$ cat src/rtl/core/rgbled_pkg.sv
// Shared types and constants for the RGB LED pattern generator.
`timescale 1ns / 1ps

package rgbled_pkg;

    // Field widths
    localparam int unsigned LEVEL_W  = 8;
    localparam int unsigned COLOR_W  = 24;
    localparam int unsigned MS_W     = 16;
    localparam int unsigned HUE_W    = 9;
    localparam int unsigned MODE_W   = 2;
    localparam int unsigned CFG_IDX_W = 3;
    localparam int unsigned CFG_DAT_W = COLOR_W;

    // Pattern constants
    localparam logic [MS_W-1:0]    DEFAULT_HALF_MS = MS_W'(300);
    localparam logic [MS_W-1:0]    RESET_STEP_MS   = MS_W'(20);
    localparam logic [HUE_W-1:0]   HUE_LAST        = HUE_W'(359);
    localparam logic [HUE_W-1:0]   HUE_SECTOR      = HUE_W'(60);
    localparam logic [LEVEL_W-1:0] FULL_LEVEL      = LEVEL_W'(255);

    // Pattern modes; the fourth code behaves as off
    typedef enum logic [MODE_W-1:0] {
        MODE_OFF       = 2'd0,
        MODE_HUE_CYCLE = 2'd1,
        MODE_FLASH     = 2'd2
    } t_mode;

    // Register indexes on the configuration port
    typedef enum logic [CFG_IDX_W-1:0] {
        REG_PATTERN_MODE = 3'd0,
        REG_BLINK_COLOR  = 3'd1,
        REG_BLINK_HALF   = 3'd2,
        REG_RAINBOW_STEP = 3'd3,
        REG_ACTIVE_LOW   = 3'd4
    } t_reg_idx;

    // One set of channel levels
    typedef struct packed {
        logic [LEVEL_W-1:0] red;
        logic [LEVEL_W-1:0] green;
        logic [LEVEL_W-1:0] blue;
    } t_rgb;

endpackage

$ cat src/rtl/core/rgbled_adv_if.sv
// Tick channel: one transaction per millisecond tick or level query.
`timescale 1ns / 1ps

interface rgbled_adv_if;
    logic valid;
    logic ready;
    logic advance;

    modport source (output valid, output advance, input ready);
    modport sink   (input valid, input advance, output ready);
endinterface

$ cat src/rtl/core/rgbled_lvl_if.sv
// Level channel: one transaction carries the three LED duty levels.
`timescale 1ns / 1ps

interface rgbled_lvl_if
    import rgbled_pkg::*;
    ();
    logic               valid;
    logic               ready;
    logic [LEVEL_W-1:0] red_level;
    logic [LEVEL_W-1:0] green_level;
    logic [LEVEL_W-1:0] blue_level;

    modport source (output valid, output red_level, output green_level, output blue_level,
                    input ready);
    modport sink   (input valid, input red_level, input green_level, input blue_level,
                    output ready);
endinterface

$ cat src/rtl/core/rgb_led_pattern_generator_core.sv
// Top level of the RGB LED pattern generator: pattern state, HSV ramp and level register.
`timescale 1ns / 1ps

// Takes one tick transaction per clock while ready is high and returns one level
// transaction for each, in order. The accepted tick updates the pattern state
// (millisecond counter, hue, blink phase), and the levels derived from that state are
// then loaded into the output register. A stalled output holds one transaction in the
// output register and one in the state stage; ready drops only when both are full.
// Configuration writes take effect at the write edge; a write to the mode register
// restarts the pattern (count 0, hue 0, blink color shown first). Unused mode code 3
// behaves as off.
module rgb_led_pattern_generator_core
    import rgbled_pkg::*;
(
    input  logic                 i_clk,
    input  logic                 i_rst_n,
    input  logic                 i_cfg_we,
    input  logic [CFG_IDX_W-1:0] i_cfg_idx,
    input  logic [CFG_DAT_W-1:0] i_cfg_data,
    rgbled_adv_if.sink           i_tick,
    rgbled_lvl_if.source         o_level
);

    // Configuration registers
    logic [MODE_W-1:0]  r_mode;
    logic [COLOR_W-1:0] r_color;
    logic [MS_W-1:0]    r_half_ms;
    logic [MS_W-1:0]    r_step_ms;
    logic               r_active_low;

    // Pattern state
    logic [MS_W-1:0]  r_ms_cnt,   n_ms_cnt;
    logic [HUE_W-1:0] r_hue,      n_hue;
    logic             r_phase_on, n_phase_on;

    // Pipeline control
    logic r_st_vld;
    logic r_out_vld;
    t_rgb r_lvl, n_lvl;

    logic out_free;
    logic st_move;
    logic in_acc;

    // Flow control: the state stage moves when it is empty or the output register can take it
    assign out_free     = !r_out_vld || o_level.ready;
    assign st_move      = !r_st_vld || out_free;
    assign i_tick.ready = st_move;
    assign in_acc       = i_tick.valid && st_move;

    // Configuration writes
    always_ff @(posedge i_clk) begin
        if (!i_rst_n) begin
            r_mode       <= MODE_W'(MODE_OFF);
            r_color      <= '0;
            r_half_ms    <= DEFAULT_HALF_MS;
            r_step_ms    <= RESET_STEP_MS;
            r_active_low <= 1'b1;
        end else if (i_cfg_we) begin
            case (t_reg_idx'(i_cfg_idx))
                REG_PATTERN_MODE: r_mode       <= i_cfg_data[MODE_W-1:0];
                REG_BLINK_COLOR:  r_color      <= i_cfg_data[COLOR_W-1:0];
                REG_BLINK_HALF:   r_half_ms    <= i_cfg_data[MS_W-1:0];
                REG_RAINBOW_STEP: r_step_ms    <= i_cfg_data[MS_W-1:0];
                REG_ACTIVE_LOW:   r_active_low <= i_cfg_data[0];
                default: ;
            endcase
        end
    end

    // Period select and tick update
    logic [MS_W-1:0] period;
    logic [MS_W:0]   cnt_inc;
    logic            period_end;
    logic            tick_en;
    logic            restart;

    always_comb begin
        case (t_mode'(r_mode))
            MODE_HUE_CYCLE: period = (r_step_ms == '0) ? MS_W'(1) : r_step_ms;
            MODE_FLASH:     period = (r_half_ms == '0) ? DEFAULT_HALF_MS : r_half_ms;
            default:        period = MS_W'(1);
        endcase
        cnt_inc    = {1'b0, r_ms_cnt} + (MS_W+1)'(1);
        period_end = cnt_inc >= {1'b0, period};
        tick_en    = in_acc && i_tick.advance &&
                     (r_mode == MODE_W'(MODE_HUE_CYCLE) || r_mode == MODE_W'(MODE_FLASH));
        restart    = i_cfg_we && (i_cfg_idx == CFG_IDX_W'(REG_PATTERN_MODE));

        n_ms_cnt   = r_ms_cnt;
        n_hue      = r_hue;
        n_phase_on = r_phase_on;
        if (restart) begin
            n_ms_cnt   = '0;
            n_hue      = '0;
            n_phase_on = 1'b1;
        end else if (tick_en) begin
            if (period_end) begin
                n_ms_cnt = '0;
                if (r_mode == MODE_W'(MODE_HUE_CYCLE)) begin
                    n_hue = (r_hue >= HUE_LAST) ? '0 : r_hue + HUE_W'(1);
                end else begin
                    n_phase_on = !r_phase_on;
                end
            end else begin
                n_ms_cnt = cnt_inc[MS_W-1:0];
            end
        end
    end

    always_ff @(posedge i_clk) begin
        if (!i_rst_n) begin
            r_ms_cnt   <= '0;
            r_hue      <= '0;
            r_phase_on <= 1'b1;
            r_st_vld   <= 1'b0;
        end else begin
            r_ms_cnt   <= n_ms_cnt;
            r_hue      <= n_hue;
            r_phase_on <= n_phase_on;
            if (st_move) begin
                r_st_vld <= i_tick.valid;
            end
        end
    end

    // Hue to RGB: sector by compare chain, ramps are offset*17/4
    logic [2:0]          sector;
    logic [HUE_W-1:0]    hue_base;
    logic [5:0]          offset;
    logic [5:0]          offset_dn;
    logic [10:0]         up_prod;
    logic [10:0]         dn_prod;
    logic [LEVEL_W-1:0]  up;
    logic [LEVEL_W-1:0]  down;
    t_rgb                raw;

    always_comb begin
        if (r_hue < HUE_SECTOR) begin
            sector = 3'd0; hue_base = '0;
        end else if (r_hue < HUE_W'(120)) begin
            sector = 3'd1; hue_base = HUE_W'(60);
        end else if (r_hue < HUE_W'(180)) begin
            sector = 3'd2; hue_base = HUE_W'(120);
        end else if (r_hue < HUE_W'(240)) begin
            sector = 3'd3; hue_base = HUE_W'(180);
        end else if (r_hue < HUE_W'(300)) begin
            sector = 3'd4; hue_base = HUE_W'(240);
        end else begin
            sector = 3'd5; hue_base = HUE_W'(300);
        end
        offset    = 6'(r_hue - hue_base);
        offset_dn = 6'(HUE_SECTOR) - offset;
        up_prod   = {1'b0, offset, 4'b0} + 11'(offset);
        dn_prod   = {1'b0, offset_dn, 4'b0} + 11'(offset_dn);
        up        = up_prod[9:2];
        down      = dn_prod[9:2];

        raw = '0;
        case (t_mode'(r_mode))
            MODE_HUE_CYCLE: begin
                case (sector)
                    3'd0:    raw = '{red: FULL_LEVEL, green: up,         blue: '0};
                    3'd1:    raw = '{red: down,       green: FULL_LEVEL, blue: '0};
                    3'd2:    raw = '{red: '0,         green: FULL_LEVEL, blue: up};
                    3'd3:    raw = '{red: '0,         green: down,       blue: FULL_LEVEL};
                    3'd4:    raw = '{red: up,         green: '0,         blue: FULL_LEVEL};
                    default: raw = '{red: FULL_LEVEL, green: '0,         blue: down};
                endcase
            end
            MODE_FLASH: begin
                if (r_phase_on) begin
                    raw = r_color;
                end
            end
            default: raw = '0;
        endcase

        // Active-low drive inverts every level
        n_lvl = r_active_low ? ~raw : raw;
    end

    // Output register
    always_ff @(posedge i_clk) begin
        if (!i_rst_n) begin
            r_out_vld <= 1'b0;
        end else if (out_free) begin
            r_out_vld <= r_st_vld;
        end
    end

    always_ff @(posedge i_clk) begin
        if (out_free && r_st_vld) begin
            r_lvl <= n_lvl;
        end
    end

    assign o_level.valid       = r_out_vld;
    assign o_level.red_level   = r_lvl.red;
    assign o_level.green_level = r_lvl.green;
    assign o_level.blue_level  = r_lvl.blue;

endmodule

$ cat src/flat_wrapper.sv
// flat-port wrapper written by rule: the top's interface ports become plain ports
module rgb_led_pattern_generator_core_flat import rgbled_pkg::*;
  (i_clk, i_rst_n, i_cfg_we, i_cfg_idx, i_cfg_data, i_tick_valid, i_tick_advance, i_tick_ready, o_level_valid, o_level_red_level, o_level_green_level, o_level_blue_level, o_level_ready);
  rgbled_adv_if i_tick_i ();
  rgbled_lvl_if o_level_i ();
  input  logic i_clk;
  input  logic i_rst_n;
  input  logic i_cfg_we;
  input  logic [CFG_IDX_W-1:0] i_cfg_idx;
  input  logic [CFG_DAT_W-1:0] i_cfg_data;
  input wire logic [$bits(i_tick_i.valid)-1:0] i_tick_valid;
  input wire logic [$bits(i_tick_i.advance)-1:0] i_tick_advance;
  output wire logic [$bits(i_tick_i.ready)-1:0] i_tick_ready;
  output wire logic [$bits(o_level_i.valid)-1:0] o_level_valid;
  output wire logic [$bits(o_level_i.red_level)-1:0] o_level_red_level;
  output wire logic [$bits(o_level_i.green_level)-1:0] o_level_green_level;
  output wire logic [$bits(o_level_i.blue_level)-1:0] o_level_blue_level;
  input wire logic [$bits(o_level_i.ready)-1:0] o_level_ready;
  assign i_tick_i.valid = i_tick_valid;
  assign i_tick_i.advance = i_tick_advance;
  assign i_tick_ready = i_tick_i.ready;
  assign o_level_valid = o_level_i.valid;
  assign o_level_red_level = o_level_i.red_level;
  assign o_level_green_level = o_level_i.green_level;
  assign o_level_blue_level = o_level_i.blue_level;
  assign o_level_i.ready = o_level_ready;
  rgb_led_pattern_generator_core u_core (.i_clk(i_clk), .i_rst_n(i_rst_n), .i_cfg_we(i_cfg_we), .i_cfg_idx(i_cfg_idx), .i_cfg_data(i_cfg_data), .i_tick(i_tick_i), .o_level(o_level_i));
endmodule
$ cat config.mk
export PLATFORM = sky130hd
export DESIGN_NAME = rgb_led_pattern_generator_core_flat
export DESIGN_NICKNAME = d
export VERILOG_FILES = /design/src/rtl/core/rgbled_pkg.sv /design/src/rtl/core/rgbled_adv_if.sv /design/src/rtl/core/rgbled_lvl_if.sv /design/src/rtl/core/rgb_led_pattern_generator_core.sv /design/src/flat_wrapper.sv
export SDC_FILE = /design/constraint.sdc
export NUM_CORES = 1
export LEC_CHECK = 0
export ABC_AREA = 1
export BUFFER_PORTS_ARGS = -buffer_cell sky130_fd_sc_hd__buf_2
export CORE_MARGIN = 2
export CORE_UTILIZATION = 33
export CTS_CLUSTER_DIAMETER = 120
export DETAILED_ROUTE_END_ITERATION = 12
export GPL_TIMING_DRIVEN = 1
export SYNTH_ARGS = -nofsm -noshare
export SYNTH_HDL_FRONTEND = slang
export SYNTH_SLANG_ARGS = --single-unit
export TNS_END_PERCENT = 100
$ cat constraint.sdc
create_clock -name i_clk -period 6.67 [get_ports i_clk]
set_input_delay 0.667 -clock i_clk [delete_from_list [all_inputs] [get_ports i_clk]]
set_output_delay 0.667 -clock i_clk [all_outputs]
set_load 0.1 [all_outputs]
==> reports/metrics.cfg, run 1 <==
[logic_synthesis]
avgSynthCellArea_sq_um=7.29
synth_top_area_share_pct=25.4
synth_top_cell_by_area=dfxtp_1
syn-instance-count=942
synth_flop_cell=dfxtp_1
synth_seq_cells=111
syn-cell-area_sq_um=6870
yosys-top-cells-area=dfxtp_1, nand2_1, edfxtp_1
synth.distinct_cells=52
yosys_warnings=0
synth_seq_area_share_pct=35.8
async_reset_ff_share_pct=0
synth_edf_count=24
synthesis.nets=1006

[finish]
n_antenna_cell=0
multi_input_area_sq_um=3780
n_fill_cell=2165
regArea_sq_um=2460
nNetsFinal=1045
drive_above_1_share_pct=13.5
area_growth_pct=11.5

[global_route]
grt_max_degree=59
grt_pass1_wl_mm=30.0
grt.total_usage_pct=17.2
grt_pass1_vias=5667
grt_antenna_before_repair=0
gr-total-overflow=0

[route]
vias_per_cell=4.84
via_count=6078
first_pass_iters=5
drc=0
drt-initial-drc-count=501
postRouteAntennaNets=0
routed_wl_mm=18.5
wire_per_inst_microns=14.8

[setup_path]
slowest_stage=fa_1
critPathTopFamily=adder cells
slowest_delay_ps=700
path_buf_inv=5
crit_top_cell=nand2_1
cp-start-kind=flop
crit_fanout=8
cp-end-kind=flop
crit_type=flop to flop
critPathRequiredTime_ps=6790
crit_arrival_ps=4850

[clock_network]
post-cts-setup-buffer-count=0
clk_latency_ps=370
cts_hold_buf=0
cts_buffer_depth=2
cts_buffers=9
clk_pin_slew_ps=80
cts_tree=done
root_buffer=clkbuf_16
cts_sinks=111
htree_levels=3
cts.repair.resized=0

[placement]
port_buffers=58
hpwl_mm=13.8
place_congestion=0.954
dp_slack_ps=2000

[power_and_ir_drop]
power.leakage_uw=0.00309
pwr-share-comb_pct=8.4
ir_drop_v=0.000130
power.density_nw_per_um2=186
power_frac_clock_pct=41.6
switching_share_pct=27.2
power.switching_uw=388
seqPwrFrac_pct=50.0
p_int_uw=1040

[status]
status=complete, no violations

[floorplan]
dieArea_sq_um=22000
core_sq_um=20400
num_rows=52
chipWidth_microns=148
io-pin-count=59
initial_core_util_pct=33.7
die_height_microns=148

[sta]
final-setup-viol-count=0
worst_slack_ps=1940
rsz0062_at_grt=no
min_period_ps=4730
slew_headroom_pct=36.8
final-hold-violation-count=0
tns_ps=0
fin_crit_sh_pct=70.9
fmax_mhz=211
clock_skew_ps=8.35
final-max-slew-violation-count=0
worstMarginPinSlew_ps=947

[job]
max_cap_viol_count=0

[worst_hold_path]
min_path_type=flop to flop

==> cell families (layout without fill, tap and decap cells) <==
family                   Yosys count  in the layout  synth area share [%]
flip-flops                       111            111                  35.8
AO/OA/AOI/OAI                    191            191                  15.0
AND/OR/NAND/NOR                  415            415                  27.3
XOR/XNOR                          46             46                  6.57
buffers and inverters            148            192                  9.25
adder cells (fa/ha/maj)           31             31                  5.97
==> flip-flops by register name, summed over array words and instances (netlist names), 2 cells and up <==
register                    cells
u_core.r_color                 24
u_core.r_half_ms               16
u_core.r_ms_cnt                16
u_core.r_step_ms               16
u_core.r_hue                    9
u_core.o_level.blue_level       8
u_core.o_level.green_level      8
u_core.o_level.red_level        8
u_core.r_mode                   2
==> per-layer routing <==
| metal | vias to the layer above | global-route usage (%) | share of wire [%] |
|---|---|---|---|
| met3 | 21 | 1.72 | 4.0 |
| met1 | 2745 | 25.3 | 51 |
| met2 | 169 | 26.1 | 43 |
| met4 | 0 | 6.19 | 2.2 |
| met5 | - | 0 | 0 |
| li1 | 3143 | - | - |
==> layout make-up <==
type	instances	share of cell area (%)
Timing Repair Buffer	63	4.28
Tap cell	270	4.41
Clock inverter	7	1.27
Sequential cell	111	32.2
Clock buffer	9	2.94
Inverter	113	5.57
Multi-Input combinational cell	683	49.4
==> placed cells by master (no fill, tap or decap), types with 16 or more instances in the layout <==
cell      instances
a21oi_1          75
buf_2            58
dfxtp_1          87
edfxtp_1         24
ha_1             28
inv_1           101
nand2_1         216
nand3_1          54
nand4_1          16
nor2_1           85
o21ai_0          83
xor2_1           35
==> worst paths after layout <==
check / start / endpoint / slack [ps] / cells past startpoint
setup / recovery: u_core.r_hue[3] / u_core.o_level.red_level[6] / 1940 / 27
hold / removal: u_core.r_ms_cnt[15] / u_core.r_ms_cnt[15] / 470 / 2
setup reg to reg: u_core.r_hue[3] / u_core.o_level.red_level[6] / 1940 / 27
hold reg to reg: u_core.r_ms_cnt[15] / u_core.r_ms_cnt[15] / 470 / 2
==> tightest hold or removal path: stages, from the launching register on <==
cell	delay (ps)
dfxtp_1	320
nand2_1	60
a21oi_1	50
==> per-stage QoR <==
step / hold WS (ps) / total power (uW) / util [%] / instance area, sq um / instances
CTS: 470 / 1440 / 37.6 / 7660 / 1256
finish: 469 / 1420 / 37.6 / 7660 / 1256
global route: 494 / 1470 / 37.6 / 7660 / 1256
global placement: 454 / 846 / 36.0 / 7340 / 1240
detailed placement: 457 / 847 / 36.0 / 7340 / 1240
floorplan: 444 / 810 / - / 6870 / 942
==> synthesized netlist by cell type, types with 3 or more instances <==
cell and instances:
nor2_8 3, buf_2 3, nand2_2 7, o21ai_0 83
nor2_1 85, or2_0 3, xor2_2 3, nand3_1 54
o211ai_1 4, xnor2_1 6, nand2_1 216, a21oi_1 76
clkbuf_8 5, clkbuf_1 22, a22oi_1 3, nand4_1 16
ha_1 28, edfxtp_1 24, o22ai_1 9, nand3_2 4
xor2_1 35, nor4_1 3, dfxtp_1 87, nor2_4 6
inv_2 10, nor3_1 3, nor2_2 8, o21ai_1 4
inv_1 101, fa_1 3
==> power groups by stage <==
stage               Combinational, uW  Clock (uW)  Sequential, uW
global placement                  119           0             727
floorplan                        59.6           0             751
CTS                               120         606             711
global route                      131         629             713
finish                            120         593             711
detailed placement                120           0             727
(Power assumes the default switching activity.)
==> run 2, diff against run 1 <==
==> constraint.sdc (replaced) <==
create_clock -name i_clk -period 3.9 [get_ports i_clk]
set_input_delay 0.39 -clock i_clk [delete_from_list [all_inputs] [get_ports i_clk]]
set_output_delay 0.39 -clock i_clk [all_outputs]
set_load 0.1 [all_outputs]
==> reports/metrics.cfg, run 2 (same netlist as run 1, synthesis figures left out) <==
[finish]
largest_register=u_core.r_color
n_antenna_cell=0
area_growth_pct=20.0
n_fill_cell=2108
final_common_cell=nand2_1
largest_reg_flops=24
final_cells=1309
drive_above_1_share_pct=22.4
final_cell_mix=nand2_1, inv_1, nor2_1, o21ai_0, dfxtp_1
nNetsFinal=1098

[floorplan]
core_sq_um=20400
die_height_microns=148
dieArea_sq_um=22000
chipWidth_microns=148
num_rows=52
initial_core_util_pct=33.7
io-pin-count=59

[power_and_ir_drop]
switching_share_pct=26.9
seqPwrFrac_pct=50.1
power.leakage_uw=0.00342
power.density_nw_per_um2=294
power.switching_uw=652
p_int_uw=1770
power_frac_clock_pct=41.3
ir_drop_v=0.000239
power.total_uw=2420
pwr-share-comb_pct=8.7

[sta]
rsz0062_at_grt=yes
clock_skew_ps=17.2
min_period_ps=4000
worstMarginPinSlew_ps=879
final-setup-viol-count=6
fmax_mhz=250
slew_headroom_pct=41.3
final-max-slew-violation-count=0
fin_crit_sh_pct=103
final-hold-violation-count=0
worst_slack_ps=-97.9

[global_route]
grt_pass1_wl_mm=30.5
grt_max_degree=58
grt.total_usage_pct=17.6
grt_pass1_vias=5705
grt_antenna_before_repair=0
gr-total-overflow=0

[status]
violations=negative setup slack
status=finished with violations

[route]
drt-initial-drc-count=496
via_count=6348
postRouteAntennaNets=0
vias_per_cell=4.85
drc=0
first_pass_iters=5
wire_per_inst_microns=15.0
routed_wl_mm=19.6

[setup_path]
crit_type=flop to flop
critPathRequiredTime_ps=4020
cp-end-kind=flop
crit_fanout=3
crit_arrival_ps=4110
cp-start-kind=flop

[placement]
hpwl_mm=14.4
place_congestion=0.940
port_buffers=58
dp.cells=1282

[worst_hold_path]
min_path_type=primary input to flop

[clock_network]
root_buffer=clkbuf_16
htree_levels=3
clk_pin_slew_ps=80
cts_buffer_depth=2
cts_tree=done
cts_sinks=111
cts_buffers=9
clk_latency_ps=360

[job]
max_cap_viol_count=0

run 2: cell types whose count changed in the layout (fill, tap and decap cells not counted), moves of 4 or more:
cell     delta
inv_2       +5
buf_4      +52
nand2_1    -20
nand2_4     +4
dfxtp_1     -6
nand2_2    +16
nor2_4      +4
inv_1       -5
run 2: repair_timing:
action | 4_1_cts | 5_1_grt
resized for setup | 9 | 46
hold buffers | 0 | 0
endpoints found under the setup margin | 6 | 15
buffers inserted | 4 | 7
pin swaps | 1 | 29
run 2: layout make-up:
type,count,area [sq um],share of cell area (%)
sequential,111,2480,30.0
timing repair buffer,116,729,8.85
inverter,113,427,5.17
multi-input combinational,683,3960,48.1
clock buffer,10,229,2.78
tap,270,338,4.10
clock inverter,6,81.3,0.986
run 2: worst paths after layout:
kind	start	endpoint	slack, ps	depth (start not counted)
setup reg to reg	u_core.r_hue[4]	u_core.o_level.green_level[6]	-100	26
hold reg to reg	u_core.r_ms_cnt[15]	u_core.r_ms_cnt[15]	470	2
setup / recovery	u_core.r_hue[4]	u_core.o_level.green_level[6]	-100	26
hold / removal	i_cfg_data[17]	u_core.r_color[17]	250	3
run 2: power by group through the flow:
stage                     clock (uW)  combinational [uW]  sequential, uW
after floorplan                    0                 102            1280
after global placement             0                 207            1240
after detailed placement           0                 209            1240
after CTS                       1020                 210            1210
after global routing            1070                 230            1220
final                            999                 210            1210
run 2: critical path, stage by stage (launching register included):
cell	delay, ps
dfxtp_4	360
buf_6	120
nand2_4	60
nor2_4	50
nor3_4	220
inv_4	40
o22ai_2	160
ha_2	190
inv_2	50
fa_2	620
nand2_4	80
nor2_8	150
xor2_4	190
ha_4	160
inv_2	40
fa_2	360
inv_2	60
nand2_2	70
nor2_4	140
xor2_2	200
nand2_1	70
nand3_1	70
nand2_1	60
nand2_2	70
nand2_2	50
nand2_2	50
nand2_1	50
run 2: routing by layer:
layer | share of wire (%) | vias to the layer above | GRT usage (%)
met5 | 0 | - | 0
met4 | 2.2 | 0 | 6.52
met3 | 4.5 | 23 | 2.15
met2 | 44 | 159 | 26.6
met1 | 49 | 2913 | 25.7
li1 | - | 3253 | -
run 2: through the flow:
step	setup TNS, ps	setup WS [ps]	hold slack [ps]	utilization [%]	area (sq um)
after detailed placement	-310	-83.2	464	37.7	7670
after CTS	0	5.17	238	39.5	8040
after floorplan	0	9.58	444	-	6900
final	-317	-97.9	247	40.5	8250
after global placement	-52.5	-29.7	452	37.7	7670
after global routing	-2370	-293	257	40.5	8250
